**src/sv/assert_macros.svh**
```systemverilog
// ----------------------------------------------------------------------------
// assertion macros
// shared concurrent assertion forms, clocked and reset-qualified
// ----------------------------------------------------------------------------
`ifndef ASSERT_MACROS_SVH
`define ASSERT_MACROS_SVH

// same-cycle implication
`define ASSERT_IMP(lbl, clk, rst_n, ante, cons) \
    lbl: assert property (@(posedge clk) disable iff (!(rst_n)) (ante) |-> (cons)) \
        else $error("assertion failed");

// next-cycle implication
`define ASSERT_NXT(lbl, clk, rst_n, ante, cons) \
    lbl: assert property (@(posedge clk) disable iff (!(rst_n)) (ante) |=> (cons)) \
        else $error("assertion failed");

`endif

```
**src/sv/mcpa_pkg.sv**
```systemverilog
// ----------------------------------------------------------------------------
// mcpa_pkg
// codes and widths shared by the primitive assembler and its channels
// ----------------------------------------------------------------------------
package mcpa_pkg;

    localparam int PORT_INDEX_W = 32;
    localparam int POS_W        = 3;
    localparam logic [POS_W-1:0] POS_MAX = 3'd7;

    typedef enum logic [1:0] {
        CELL_POLYGON  = 2'd0,
        CELL_STRIP    = 2'd1,
        CELL_POLYLINE = 2'd2,
        CELL_VERTEX   = 2'd3
    } t_cell_kind;

    typedef enum logic [1:0] {
        PRIM_TRIANGLE = 2'd0,
        PRIM_LINE     = 2'd1,
        PRIM_POINT    = 2'd2
    } t_prim_kind;

endpackage

```
**src/sv/mcpa_cell_if.sv**
```systemverilog
// ----------------------------------------------------------------------------
// mcpa_cell_if
// cell index channel: one vertex index per request
// ----------------------------------------------------------------------------
interface mcpa_cell_if import mcpa_pkg::*; ();
    logic                    valid;
    logic                    ready;
    t_cell_kind              cell_kind;
    logic [PORT_INDEX_W-1:0] vertex_index;
    logic                    last_in_cell;

    modport source (output valid, cell_kind, vertex_index, last_in_cell, input ready);
    modport sink   (input valid, cell_kind, vertex_index, last_in_cell, output ready);
endinterface

```
**src/sv/mcpa_prim_if.sv**
```systemverilog
// ----------------------------------------------------------------------------
// mcpa_prim_if
// primitive channel: one index primitive per request
// ----------------------------------------------------------------------------
interface mcpa_prim_if import mcpa_pkg::*; ();
    logic                    valid;
    logic                    ready;
    t_prim_kind              prim_kind;
    logic [PORT_INDEX_W-1:0] corner_a;
    logic [PORT_INDEX_W-1:0] corner_b;
    logic [PORT_INDEX_W-1:0] corner_c;
    logic                    last_of_run;

    modport source (output valid, prim_kind, corner_a, corner_b, corner_c, last_of_run,
                    input ready);
    modport sink   (input valid, prim_kind, corner_a, corner_b, corner_c, last_of_run,
                    output ready);
endinterface

```
**src/sv/mesh_cell_to_primitive_assembler_core.sv**
```systemverilog
// ----------------------------------------------------------------------------
// mesh_cell_to_primitive_assembler_core
// turns a stream of cell vertex indices into triangles, segments and points
// ----------------------------------------------------------------------------
// One vertex index is taken per cycle while the result queue holds at most
// one entry, and its primitives are formed in the same cycle from the cell
// history registers, then written into a three-entry result queue that drives
// the output. Input ready depends only on the queue fill, so there is no
// combinational path from output ready to input ready. A closing four-vertex
// polygon puts two primitives into the queue at once, which leaves at least
// two entries queued and holds input ready low until the output has drained
// the queue to one entry. Output stalls hold the input once the queue has
// more than one entry. Primitives reach the output through the registered
// result queue.
`include "assert_macros.svh"

module mesh_cell_to_primitive_assembler_core import mcpa_pkg::*; #(
    parameter int INDEX_WIDTH = 32
) (
    input  logic        i_clk,
    input  logic        i_rst_n,
    mcpa_cell_if.sink   i_cell,
    mcpa_prim_if.source o_prim
);

    localparam int IW = INDEX_WIDTH;

    typedef struct packed {
        t_prim_kind    kind;
        logic [IW-1:0] a;
        logic [IW-1:0] b;
        logic [IW-1:0] c;
        logic          last;
    } t_prim_q;

    logic [IW-1:0]    r_head [3];
    logic [IW-1:0]    r_pair [2];
    logic [POS_W-1:0] r_pos, n_pos;
    logic             r_odd, n_odd;
    t_prim_q          r_q [3];
    t_prim_q          n_q [3];
    logic [1:0]       r_cnt, n_cnt;

    logic          push, pop;
    logic [IW-1:0] v;
    logic [1:0]    new_cnt, base;
    t_prim_q       p0, p1;

    assign v    = i_cell.vertex_index[IW-1:0];
    assign push = i_cell.valid && i_cell.ready;
    assign pop  = o_prim.valid && o_prim.ready;

    // primitive forming
    always_comb begin
        new_cnt = 2'd0;
        p0      = '{kind: PRIM_TRIANGLE, a: '0, b: '0, c: '0, last: 1'b1};
        p1      = '{kind: PRIM_TRIANGLE, a: '0, b: '0, c: '0, last: 1'b1};
        unique case (i_cell.cell_kind)
            CELL_POLYGON: begin
                if (i_cell.last_in_cell && r_pos == 3'd2) begin
                    new_cnt = 2'd1;
                    p0.a    = r_head[0];
                    p0.b    = r_head[1];
                    p0.c    = v;
                end else if (i_cell.last_in_cell && r_pos == 3'd3) begin
                    new_cnt = 2'd2;
                    p0.a    = r_head[0];
                    p0.b    = r_head[1];
                    p0.c    = r_head[2];
                    p0.last = 1'b0;
                    p1.a    = v;
                    p1.b    = r_head[0];
                    p1.c    = r_head[2];
                end
            end
            CELL_STRIP: begin
                if (r_pos >= 3'd2) begin
                    new_cnt = 2'd1;
                    p0.a    = r_odd ? r_pair[1] : r_pair[0];
                    p0.b    = r_odd ? r_pair[0] : r_pair[1];
                    p0.c    = v;
                end
            end
            CELL_POLYLINE: begin
                if (r_pos >= 3'd1) begin
                    new_cnt = 2'd1;
                    p0.kind = PRIM_LINE;
                    p0.a    = r_pair[1];
                    p0.b    = v;
                end
            end
            CELL_VERTEX: begin
                if (r_pos == 3'd0) begin
                    new_cnt = 2'd1;
                    p0.kind = PRIM_POINT;
                    p0.a    = v;
                end
            end
            default: ;
        endcase
    end

    // result queue, head at entry zero
    always_comb begin
        for (int i = 0; i < 2; i++) begin
            n_q[i] = pop ? r_q[i+1] : r_q[i];
        end
        n_q[2] = r_q[2];
        base  = r_cnt - {1'b0, pop};
        n_cnt = base;
        if (push && new_cnt != 2'd0) begin
            n_q[base] = p0;
            if (new_cnt == 2'd2) begin
                n_q[2'(base + 2'd1)] = p1;
            end
            n_cnt = base + new_cnt;
        end
    end

    always_comb begin
        if (i_cell.last_in_cell) begin
            n_pos = '0;
            n_odd = 1'b0;
        end else begin
            n_pos = (r_pos < POS_MAX) ? r_pos + 3'd1 : POS_MAX;
            n_odd = ~r_odd;
        end
    end

    always_ff @(posedge i_clk) begin
        if (!i_rst_n) begin
            r_cnt  <= '0;
            r_pos  <= '0;
            r_odd  <= 1'b0;
            r_head <= '{default: '0};
            r_pair <= '{default: '0};
        end else begin
            r_cnt <= n_cnt;
            if (push) begin
                r_pos     <= n_pos;
                r_odd     <= n_odd;
                r_pair[0] <= r_pair[1];
                r_pair[1] <= v;
                if (r_pos < 3'd3) begin
                    r_head[r_pos[1:0]] <= v;
                end
            end
        end
    end

    always_ff @(posedge i_clk) begin
        r_q <= n_q;
    end

    assign i_cell.ready       = (r_cnt <= 2'd1);
    assign o_prim.valid       = (r_cnt != 2'd0);
    assign o_prim.prim_kind   = r_q[0].kind;
    assign o_prim.corner_a    = PORT_INDEX_W'(r_q[0].a);
    assign o_prim.corner_b    = PORT_INDEX_W'(r_q[0].b);
    assign o_prim.corner_c    = PORT_INDEX_W'(r_q[0].c);
    assign o_prim.last_of_run = r_q[0].last;

    // quad close always leaves at least two primitives queued
    `ASSERT_NXT(a_quad_queued, i_clk, i_rst_n, push && i_cell.cell_kind == CELL_POLYGON && i_cell.last_in_cell && r_pos == 3'd3, r_cnt >= 2'd2)
    // end of cell rewinds position and parity
    `ASSERT_NXT(a_cell_rewind, i_clk, i_rst_n, push && i_cell.last_in_cell, r_pos == 3'd0 && !r_odd)
    // points carry no second or third corner
    `ASSERT_IMP(a_point_clean, i_clk, i_rst_n, o_prim.valid && o_prim.prim_kind == PRIM_POINT, o_prim.corner_b == '0 && o_prim.corner_c == '0)

endmodule
```
**src/flat_wrapper.sv**
```systemverilog
// flat-port wrapper written by rule: the top's interface ports become plain ports
module mesh_cell_to_primitive_assembler_core_flat import mcpa_pkg::*;
#(
    parameter int INDEX_WIDTH = 32
)
  (i_clk, i_rst_n, i_cell_valid, i_cell_cell_kind, i_cell_vertex_index, i_cell_last_in_cell, i_cell_ready, o_prim_valid, o_prim_prim_kind, o_prim_corner_a, o_prim_corner_b, o_prim_corner_c, o_prim_last_of_run, o_prim_ready);
  mcpa_cell_if i_cell_i ();
  mcpa_prim_if o_prim_i ();
  input  logic i_clk;
  input  logic i_rst_n;
  input wire logic [$bits(i_cell_i.valid)-1:0] i_cell_valid;
  input wire logic [$bits(i_cell_i.cell_kind)-1:0] i_cell_cell_kind;
  input wire logic [$bits(i_cell_i.vertex_index)-1:0] i_cell_vertex_index;
  input wire logic [$bits(i_cell_i.last_in_cell)-1:0] i_cell_last_in_cell;
  output wire logic [$bits(i_cell_i.ready)-1:0] i_cell_ready;
  output wire logic [$bits(o_prim_i.valid)-1:0] o_prim_valid;
  output wire logic [$bits(o_prim_i.prim_kind)-1:0] o_prim_prim_kind;
  output wire logic [$bits(o_prim_i.corner_a)-1:0] o_prim_corner_a;
  output wire logic [$bits(o_prim_i.corner_b)-1:0] o_prim_corner_b;
  output wire logic [$bits(o_prim_i.corner_c)-1:0] o_prim_corner_c;
  output wire logic [$bits(o_prim_i.last_of_run)-1:0] o_prim_last_of_run;
  input wire logic [$bits(o_prim_i.ready)-1:0] o_prim_ready;
  assign i_cell_i.valid = i_cell_valid;
  assign i_cell_i.cell_kind = i_cell_cell_kind;
  assign i_cell_i.vertex_index = i_cell_vertex_index;
  assign i_cell_i.last_in_cell = i_cell_last_in_cell;
  assign i_cell_ready = i_cell_i.ready;
  assign o_prim_valid = o_prim_i.valid;
  assign o_prim_prim_kind = o_prim_i.prim_kind;
  assign o_prim_corner_a = o_prim_i.corner_a;
  assign o_prim_corner_b = o_prim_i.corner_b;
  assign o_prim_corner_c = o_prim_i.corner_c;
  assign o_prim_last_of_run = o_prim_i.last_of_run;
  assign o_prim_i.ready = o_prim_ready;
  mesh_cell_to_primitive_assembler_core #(.INDEX_WIDTH(INDEX_WIDTH)) u_core (.i_clk(i_clk), .i_rst_n(i_rst_n), .i_cell(i_cell_i), .o_prim(o_prim_i));
endmodule
```
**config.mk**
```make
export PLATFORM = sky130hd
export DESIGN_NAME = mesh_cell_to_primitive_assembler_core_flat
export DESIGN_NICKNAME = d
export VERILOG_FILES = /design/src/sv/mcpa_pkg.sv /design/src/sv/mcpa_cell_if.sv /design/src/sv/mcpa_prim_if.sv /design/src/sv/mesh_cell_to_primitive_assembler_core.sv /design/src/flat_wrapper.sv
export VERILOG_INCLUDE_DIRS = /design/src /design/src/sv
export SDC_FILE = /design/constraint.sdc
export NUM_CORES = 1
export LEC_CHECK = 0
export BUFFER_PORTS_ARGS = -buffer_cell sky130_fd_sc_hd__buf_2
export CORE_MARGIN = 2
export CORE_UTILIZATION = 60
export DETAILED_ROUTE_END_ITERATION = 12
export PLACE_DENSITY = 0.76
export REMOVE_ABC_BUFFERS = 1
export SYNTH_ARGS = -nofsm -noshare
export SYNTH_HDL_FRONTEND = slang
export SYNTH_SLANG_ARGS = --single-unit
```
**constraint.sdc**
```tcl
create_clock -name i_clk -period 4.47 [get_ports i_clk]
set_clock_uncertainty 0.1 [all_clocks]
set_input_delay 0.894 -clock i_clk [delete_from_list [all_inputs] [get_ports i_clk]]
set_output_delay 0.894 -clock i_clk [all_outputs]
set_load 0.05 [all_outputs]
```
======== Yosys cells after proc, flatten, opt, wreduce, memory -nomap -nowiden ========
Cells that the tools add are included.
storage, ports and cells
  word-level logic and storage cells ...... 100
  output and inout bits ................... 101
  register bits ........................... 463
  input bits .............................. 39
operators by class
  muxes and demuxes ....................... 39
  add/subtract/negate cells ............... 4
  magnitude comparators ................... 11
  bitwise gates (word level) .............. 4
  reduce and logical (&&, ||, !) cells .... 13
  equal/unequal tests ..................... 6
operators by type and width
  operator                                             count
  bitwise mux 297 bit                                  2
  2-to-1 mux 297 bit                                   2
  2-to-1 mux 96 bit                                    5
  demux 99 bit (select 2 bit)                          2
  2-to-1 mux 99 bit                                    4
  one-hot mux 32 bit (4 select lines)                  1
  2-to-1 mux 97 bit                                    1
  bitwise mux 96 bit                                   1
  2-to-1 mux 32 bit                                    3
  one-hot mux 32 bit (3 select lines)                  1
  2-to-1 mux 65 bit                                    1
  demux 32 bit (select 2 bit)                          1
  one-hot mux 32 bit (2 select lines)                  1
  2-to-1 mux 34 bit                                    1
  >= comparator 3 bit, second input constant           3
  < comparator 3 x 1 -> 1 bit, second input constant   3
  NOT 2 -> 3 bit                                       3
  logical AND 1 bit                                    8
  one-hot mux 2 bit (4 select lines)                   1
  equality test 2 bit, second input constant           3
  equality test 3 x 2 -> 1 bit, second input constant  2
  2-to-1 mux 1 bit                                     6
  2-to-1 mux 2 bit                                     3
  2-to-1 mux 3 bit                                     2
  16 further kinds                                     17

======== Logic depth before layout (Yosys ltp) ========
Gate-level depths: netlist (run 1).
  word-level depth ........................ 12
  gate-level depth with buffers ........... 15
  depth with buffers taken out ............ 10

======== Worst setup path after synthesis (run 1) ========
No wires, ideal clock.
  kind .................................... input to register
  start ................................... in i_cell_cell_kind[0]
  end ..................................... reg u_core.r_q[0] (netlist name) (enable)
  stages on the path ...................... 7
  path slack .............................. 0.607 ns
  data arrival time ....................... 3.346 ns
  data required time ...................... 3.954 ns
  buffers on the path ..................... 2
  path through ............................ buf_2 > nor4bb_1 > a211oi_2 > o21ai_2 > nand2_1 > inv_2 > buf_2
on the way
  cells in the longest elaborated chain, start to end .. 4
  elaborated cells on any way between the ends .. 7
ends and longest elaborated chain
  item                                         line                                          RTL
  start: declaration                           flat_wrapper.sv:12                            input wire logic [$bits(i_cell_i.cell_kind)-1:0] i_cell_cell_kind;
  equality test 2 bit (tied with other cells)  mesh_cell_to_primitive_assembler_core.sv:58   unique case (i_cell.cell_kind)
  one-hot mux 2 bit (4 select lines) *         mesh_cell_to_primitive_assembler_core.sv:58
  nonzero test 2 bit *                         mesh_cell_to_primitive_assembler_core.sv:111  if (push && new_cnt != 2'd0) begin
  logical AND 1 bit *                          mesh_cell_to_primitive_assembler_core.sv:111
  end signal: assignment                       mesh_cell_to_primitive_assembler_core.sv:152  r_q <= n_q;
  end: declaration                             mesh_cell_to_primitive_assembler_core.sv:40   t_prim_q r_q [3];
Every way passes the cells marked *; elsewhere a longest branch is shown, timed or not.
A chain may end at the register's enable or synchronous reset.

==> run_results.csv, run 1 <==
group,metric,value,unit
outcome,status,"complete, no violations",
setup_path,worstPathCellList,"o21ai_4 -> inv_2 -> ha_1 -> inv_2 -> nor3_2 -> buf_4 -> buf_4 -> nand2_1 -> nand2_1 -> nand3_1",
logic_synthesis,ys_warn_count,0,
clock_network,hold_buffers,0,
placement,portBuffers,139,
floorplan,dieHeight,207.2,um
drt,postRouteAntennaNets,0,
global_route,grt_pass1_vias,22065,
logic_synthesis,synthArstFlopShare,0,%
floorplan,die_x,207.2,um
final_layout,drive_gt1_share,12.78,%
pwr,comb_power_share,49.4,%
clock_network,post_cts_resized,0,
clock_network,cts_tree,"built",
drt,dr.pass1.iters,7,
drt,drt-wirelength-per-cell,24.70,um
logic_synthesis,yosysTopAreaCell,"dfxtp_1",
global_route,gr-total-overflow,0,
drt,drt_iter0_drc,3425,
final_layout,mostFrequentLayoutCells,"nand2_1, dfxtp_1, mux2i_1, a21oi_1, buf_2",
final_layout,instances_no_fill,3241,
setup_path,rr_worst_depth,10,
pwr,p_clk_share,19.1,%
job,maxCapViolCount,0,
setup_path,slowest_delay,0.75,ns
logic_synthesis,synth_enable_flop_cells,99,
pwr,p_int,11790,uW
sta,setup_viol,0,
final_layout,layout.nets,2714,
sta,hold_viol,0,
clock_network,root_buffer,"clkbuf_16",
sta,grt_setup_unrepaired,"false",
setup_path,start_kind,"register",
sta,period_needed,3.611,ns
clock_network,cts_setup_buffers,0,
hold_path,hold_path.class,"register to register",
logic_synthesis,netlist_instances,2828,
floorplan,start_util,60.69,%
placement,placedCellCount,3149,
placement,gp_congestion,0.8377,
sta,hold_slack,0.3564,ns
setup_path,end_kind,"register",
pwr,p_seq_share,31.5,%
logic_synthesis,seq_area_frac_synth,41.41,%
floorplan,rows,74,
setup_path,cp_max_fo,24,
global_route,grt_usage,35.51,%
final_layout,fill_cells,3331,
pwr,switching_share,44.87,%
clock_network,cts_inserted_buffers,49,
logic_synthesis,syn_avg_cell_area,8.762,um2
pwr,p_switching,9599,uW
pwr,leakage,0.01050,uW
sta,relSlewSlack,24.50,%
setup_path,cpMaxStageDelayCell,"o21ai_4",
setup_path,crit_end,"u_core.o_prim.last_of_run",
setup_path,arrival,3.96,ns
pwr,p_per_area,807.5,nW/um2
floorplan,core-area,40830,um2
global_route,grt_max_degree,156,
setup_path,worstPathRequired,4.82,ns
final_layout,final_util,64.89,%
placement,hpwlAfterDp,41890,um
final_layout,final_common_cell,"nand2_1",
sta,timing.final.crit_share,80.79,%
logic_synthesis,synth_ff_type,"dfxtp_1",
clock_network,cts-htree-levels,2,
setup_path,cp-startpoint,"u_core.r_cnt[1]",
setup_path,r2r_slack,0.86,ns
clock_network,clk_latency,0.60,ns
final_layout,fin_area,26500,um2
sta,slew_viol_final,0,
drt,vias,22935,
logic_synthesis,ys_seq_elements,463,
setup_path,timing.rr.start,"u_core.r_cnt[1]",
drt,drt_wl_total,80060,um
clock_network,clkSlewWorstSetupHoldPaths,0.07,ns
logic_synthesis,yosysTopAreaCellShare,29.41,%
setup_path,crit_type,"register to register",
final_layout,areaGrowthSynthToFinish,6.928,%
setup_path,reg2reg_to,"u_core.o_prim.last_of_run",
global_route,antenna_found_initial,3,
sta,max_freq,276.9,MHz
clock_network,cts.path.max_buffers,3,
logic_synthesis,synth_area,24780,um2
drt,post-route-drc-count,0,
logic_synthesis,synth_area_leaders,"dfxtp_1, edfxtp_1, mux2i_1",
logic_synthesis,ys_types,56,
sta,tightest_slew,1.132,ns
placement,dpl_cell_area,24910,um2
drt,via_per_inst,7.077,
global_route,grt_pass1_wl,123200,um
floorplan,ios,140,
pwr,ir_worst_vdd,0.0009097,V
floorplan,dieArea,42940,um2
clock_network,cts_sinks,463,
metrics by stage:
step	TNS, ns	worst slack (ns)	total power (uW)
2_1_floorplan	-8780.34	-30.75	13010
3_3_place_gp	0	0.8972	16660
3_5_place_dp	0	0.8389	17060
4_1_cts	0	0.9292	21120
5_1_grt	0	0.7057	22260
6_report	0	0.8586	21390
logic make-up (layout without fill, tap and decap cells):
logic type | count (synthesis) | count (layout) | synth area share [%]
buffers and inverters | 416 | 296 | 8.322
DFF | 463 | 463 | 41.41
and+or+nand+nor | 805 | 805 | 13.39
adders and majority gates | 7 | 7 | 0.3534
muxes | 291 | 291 | 11.93
xor gates and xnor gates | 3 | 3 | 0.1364
AOI/OAI and AO/OA | 843 | 843 | 24.46
other | 0 | 1 | 0
flip-flops by register name, summed over array words and instances (netlist names):
signal and count:
u_core.o_prim.corner_c 32, u_core.o_prim.corner_a 32, u_core.r_head 96, u_core.r_pos 3, u_core.r_cnt 2, u_core.o_prim.corner_b 32
u_core.o_prim.last_of_run 1, u_core.o_prim.prim_kind 2, u_core.r_q 198, u_core.r_odd 1, u_core.r_pair 64
cells in the mapped netlist, drive strengths merged (34+ instances only):
master and instances:
nand2 565, dfxtp 364, mux2i 256, clkbuf 225, buf 182, a21oi 174
nor2 111, edfxtp 99, a221o 96, o21ai 74, a211oi 65, a221oi 64
a31oi 64, o22ai 64, nor3 37, o31ai 36, and3 35, mux2 35
a21o 34, a22oi 34
layer usage:
metal	track usage (%)	up-vias	wire (um)
met5	0	-	30
met4	15.10	4	3175
met3	8.048	274	9870
met2	55.06	1591	35480
met1	47.83	10985	31510
li1	-	10081	-
how the worst min path moves through the flow:
stage	startpoint	to	slack (ns)	depth (start not counted)
floorplan	u_core.r_head[32]	u_core.r_head[32]	0.34	2
global placement	u_core.r_head[35]	u_core.r_head[35]	0.34	2
detailed placement	u_core.r_head[36]	u_core.r_head[36]	0.35	2
CTS	u_core.r_head[32]	u_core.r_head[32]	0.36	2
global route	u_core.r_head[58]	u_core.r_head[58]	0.36	2
finish	u_core.r_head[61]	u_core.r_head[61]	0.36	2
power groups by stage:
stage | Combinational [uW] | Sequential (uW) | Clock, uW
after floorplan | 5080 | 7930 | 0
after global placement | 9940 | 6730 | 0
after detailed placement | 10300 | 6780 | 0
after CTS | 10300 | 6700 | 4090
after global routing | 11200 | 6850 | 4240
final | 10600 | 6740 | 4090
critical path: cells and delay by family (launching register included):
family,cells,cell delay (ns)
AOI/OAI and AO/OA,1,0.75
and+or+nand+nor,4,0.52
adders and majority gates,1,0.53
buffers and inverters,4,1.04
DFF,1,0.50
final cells by class:
cell class,count,area [um2],share of cell area (%)
inverter,9,41.29,0.1558
clock inverter,10,76.32,0.2881
tap,532,665.6,2.512
multi-input combinational,1949,12660,47.79
clock buffer,81,1509,5.695
timing repair buffer,196,1274,4.807
sequential,463,10260,38.74
antenna,1,2.502,0.009445
Note: power is estimated with default switching activity, not from simulation.
==> inputs of run 2 (changes only) <==
CORE_UTILIZATION = 56   (was 60)
PLACE_DENSITY = 0.74   (was 0.76)
clock period = 3.15 ns   (was 4.47 ns; I/O delays follow)
==> run 2 against run 1 <==
Net effect: die area grew 7.0%; total power grew 45%; first-iteration DRC count shrank 3.9%; via count grew 0.76%; sequential power grew 41%; clock power grew 44%; core utilization shrank 3.3 points; register-to-register slack lost 0.67 ns; largest power group unchanged.
==> run_results.csv, run 2 (synthesis results as in run 1) <==
group,metric,value,unit
floorplan,dieHeight,214.4,um
drt,drt_iter0_drc,3292,
global_route,gr-total-overflow,0,
floorplan,rows,77,
setup_path,cp_max_fo,29,
pwr,leakage,0.01074,uW
drt,drt_wl_total,82830,um
final_layout,areaGrowthSynthToFinish,9.266,%
clock_network,cts_tree,"built",
drt,post-route-drc-count,0,
sta,relSlewSlack,15.19,%
job,maxCapViolCount,0,
placement,gp_congestion,0.8587,
drt,dr.pass1.iters,8,
final_layout,drive_gt1_share,13.85,%
setup_path,rr_worst_depth,10,
floorplan,die_x,214.4,um
clock_network,root_buffer,"clkbuf_16",
drt,vias,23109,
outcome,status,"complete, no violations",
final_layout,mostFrequentLayoutCells,"nand2_1, dfxtp_1, mux2i_1, a21oi_1, buf_2",
sta,grt_setup_unrepaired,"false",
clock_network,cts_inserted_buffers,49,
clock_network,clkSlewWorstSetupHoldPaths,0.06,ns
drt,via_per_inst,6.921,
sta,setup_viol,0,
global_route,grt_max_degree,133,
global_route,grt_pass1_wl,127400,um
hold_path,hold_path.class,"primary input to register",
setup_path,crit_type,"register to register",
sta,hold_viol,0,
setup_path,start_kind,"register",
final_layout,largest_reg_flops,198,
placement,portBuffers,139,
hold_path,worstHoldStart,"i_cell_vertex_index[27]",
pwr,ir_worst_vdd,0.001564,V
sta,max_freq,337.6,MHz
sta,timing.final.crit_share,94.03,%
floorplan,start_util,56.40,%
final_layout,layout.nets,2749,
sta,hold_slack,0.2858,ns
clock_network,clk_latency,0.60,ns
final_layout,top_regs,"u_core.r_q (198), u_core.r_head (96), u_core.r_pair (64)",
clock_network,cts.path.max_buffers,3,
floorplan,dieArea,45950,um2
global_route,antenna_found_initial,4,
clock_network,cts-htree-levels,2,
floorplan,ios,140,
hold_path,min_path_cells,3,
clock_network,hold_buffers,0,
pwr,p_per_area,1144,nW/um2
final_layout,largest_register,"u_core.r_q",
setup_path,timing.rr.start,"u_core.r_pos[1]",
setup_path,worstPathRequired,3.56,ns
sta,slew_viol_final,0,
hold_path,hold_end,"u_core.r_head[27]",
clock_network,cts_sinks,463,
sta,period_needed,2.962,ns
drt,drt-wirelength-per-cell,24.81,um
floorplan,core-area,43930,um2
setup_path,reg2reg_to,"u_core.r_q[137]",
drt,postRouteAntennaNets,0,
placement,hpwlAfterDp,45960,um
clock_network,post_cts_resized,0,
global_route,grt_pass1_vias,22524,
placement,dpl_cell_area,25460,um2
setup_path,r2r_slack,0.19,ns
final_layout,final_common_cell,"nand2_1",
setup_path,end_kind,"register",
sta,tightest_slew,1.269,ns
clock_network,cts_setup_buffers,0,
final_layout,fin_area,27070,um2
setup_path,arrival,3.37,ns
global_route,grt_usage,34.69,%
-- run 2: worst max-delay path by stage --
stage,from,endpoint,slack (ns)
finish,u_core.r_pos[1],u_core.r_q[137],0.19
detailed placement,i_cell_cell_kind[1],u_core.r_q[62],0.15
floorplan,u_core.r_cnt[1],u_core.r_q[33],-32.07
CTS,u_core.r_pos[1],u_core.r_q[137],0.29
global placement,i_cell_cell_kind[0],u_core.r_q[183],0.19
global route,u_core.r_pos[1],u_core.r_q[172],0.06
-- run 2: cell type report --
type,count,area (um2)
inverters,9,43.79
fillers,3729,16860
diodes,3,7.507
repair buffers,231,1749
flip-flops and latches,463,10260
clock buffers,84,1510
well taps,592,740.7
multi-input cells,1949,12660
clock inverters,8,96.34
-- run 2: worst max-delay path, stage by stage, from the launching register on --
cell,delay (ns)
dfxtp_1,0.35
buf_4,0.17
ha_1,0.15
ha_1,0.21
and4bb_2,0.34
nand2_1,0.19
o21ai_4,0.11
nand2_1,0.25
inv_6,0.42
buf_12,0.28
mux2i_1,0.25
-- run 2: routing by layer --
metal | track usage (%) | vias to the layer above | part of all wire (%)
met5 | 0 | - | 0.017
met3 | 7.461 | 282 | 12
li1 | - | 10149 | -
met1 | 46.05 | 11081 | 39
met4 | 15.86 | 2 | 4.0
met2 | 54.36 | 1595 | 45
-- run 2: power by group --
group          total (uW)  internal [uW]  switching, uW
registers            9530           8340           1190
clock network        5880           3410           2470
logic               15600           5380          10200
-- run 2: metrics by stage --
stage | TNS (ns) | setup WS, ns | total power (uW) | util, % | instances
5_1_grt | 0 | 0.05833 | 32260 | 61.62 | 3338
3_3_place_gp | 0 | 0.1888 | 24270 | 57.95 | 3244
6_report | 0 | 0.1881 | 30980 | 61.63 | 3339
4_1_cts | 0 | 0.2928 | 30630 | 61.61 | 3336
2_1_floorplan | -9417.63 | -32.07 | 16900 | - | 2421
3_5_place_dp | 0 | 0.1541 | 24780 | 57.95 | 3244
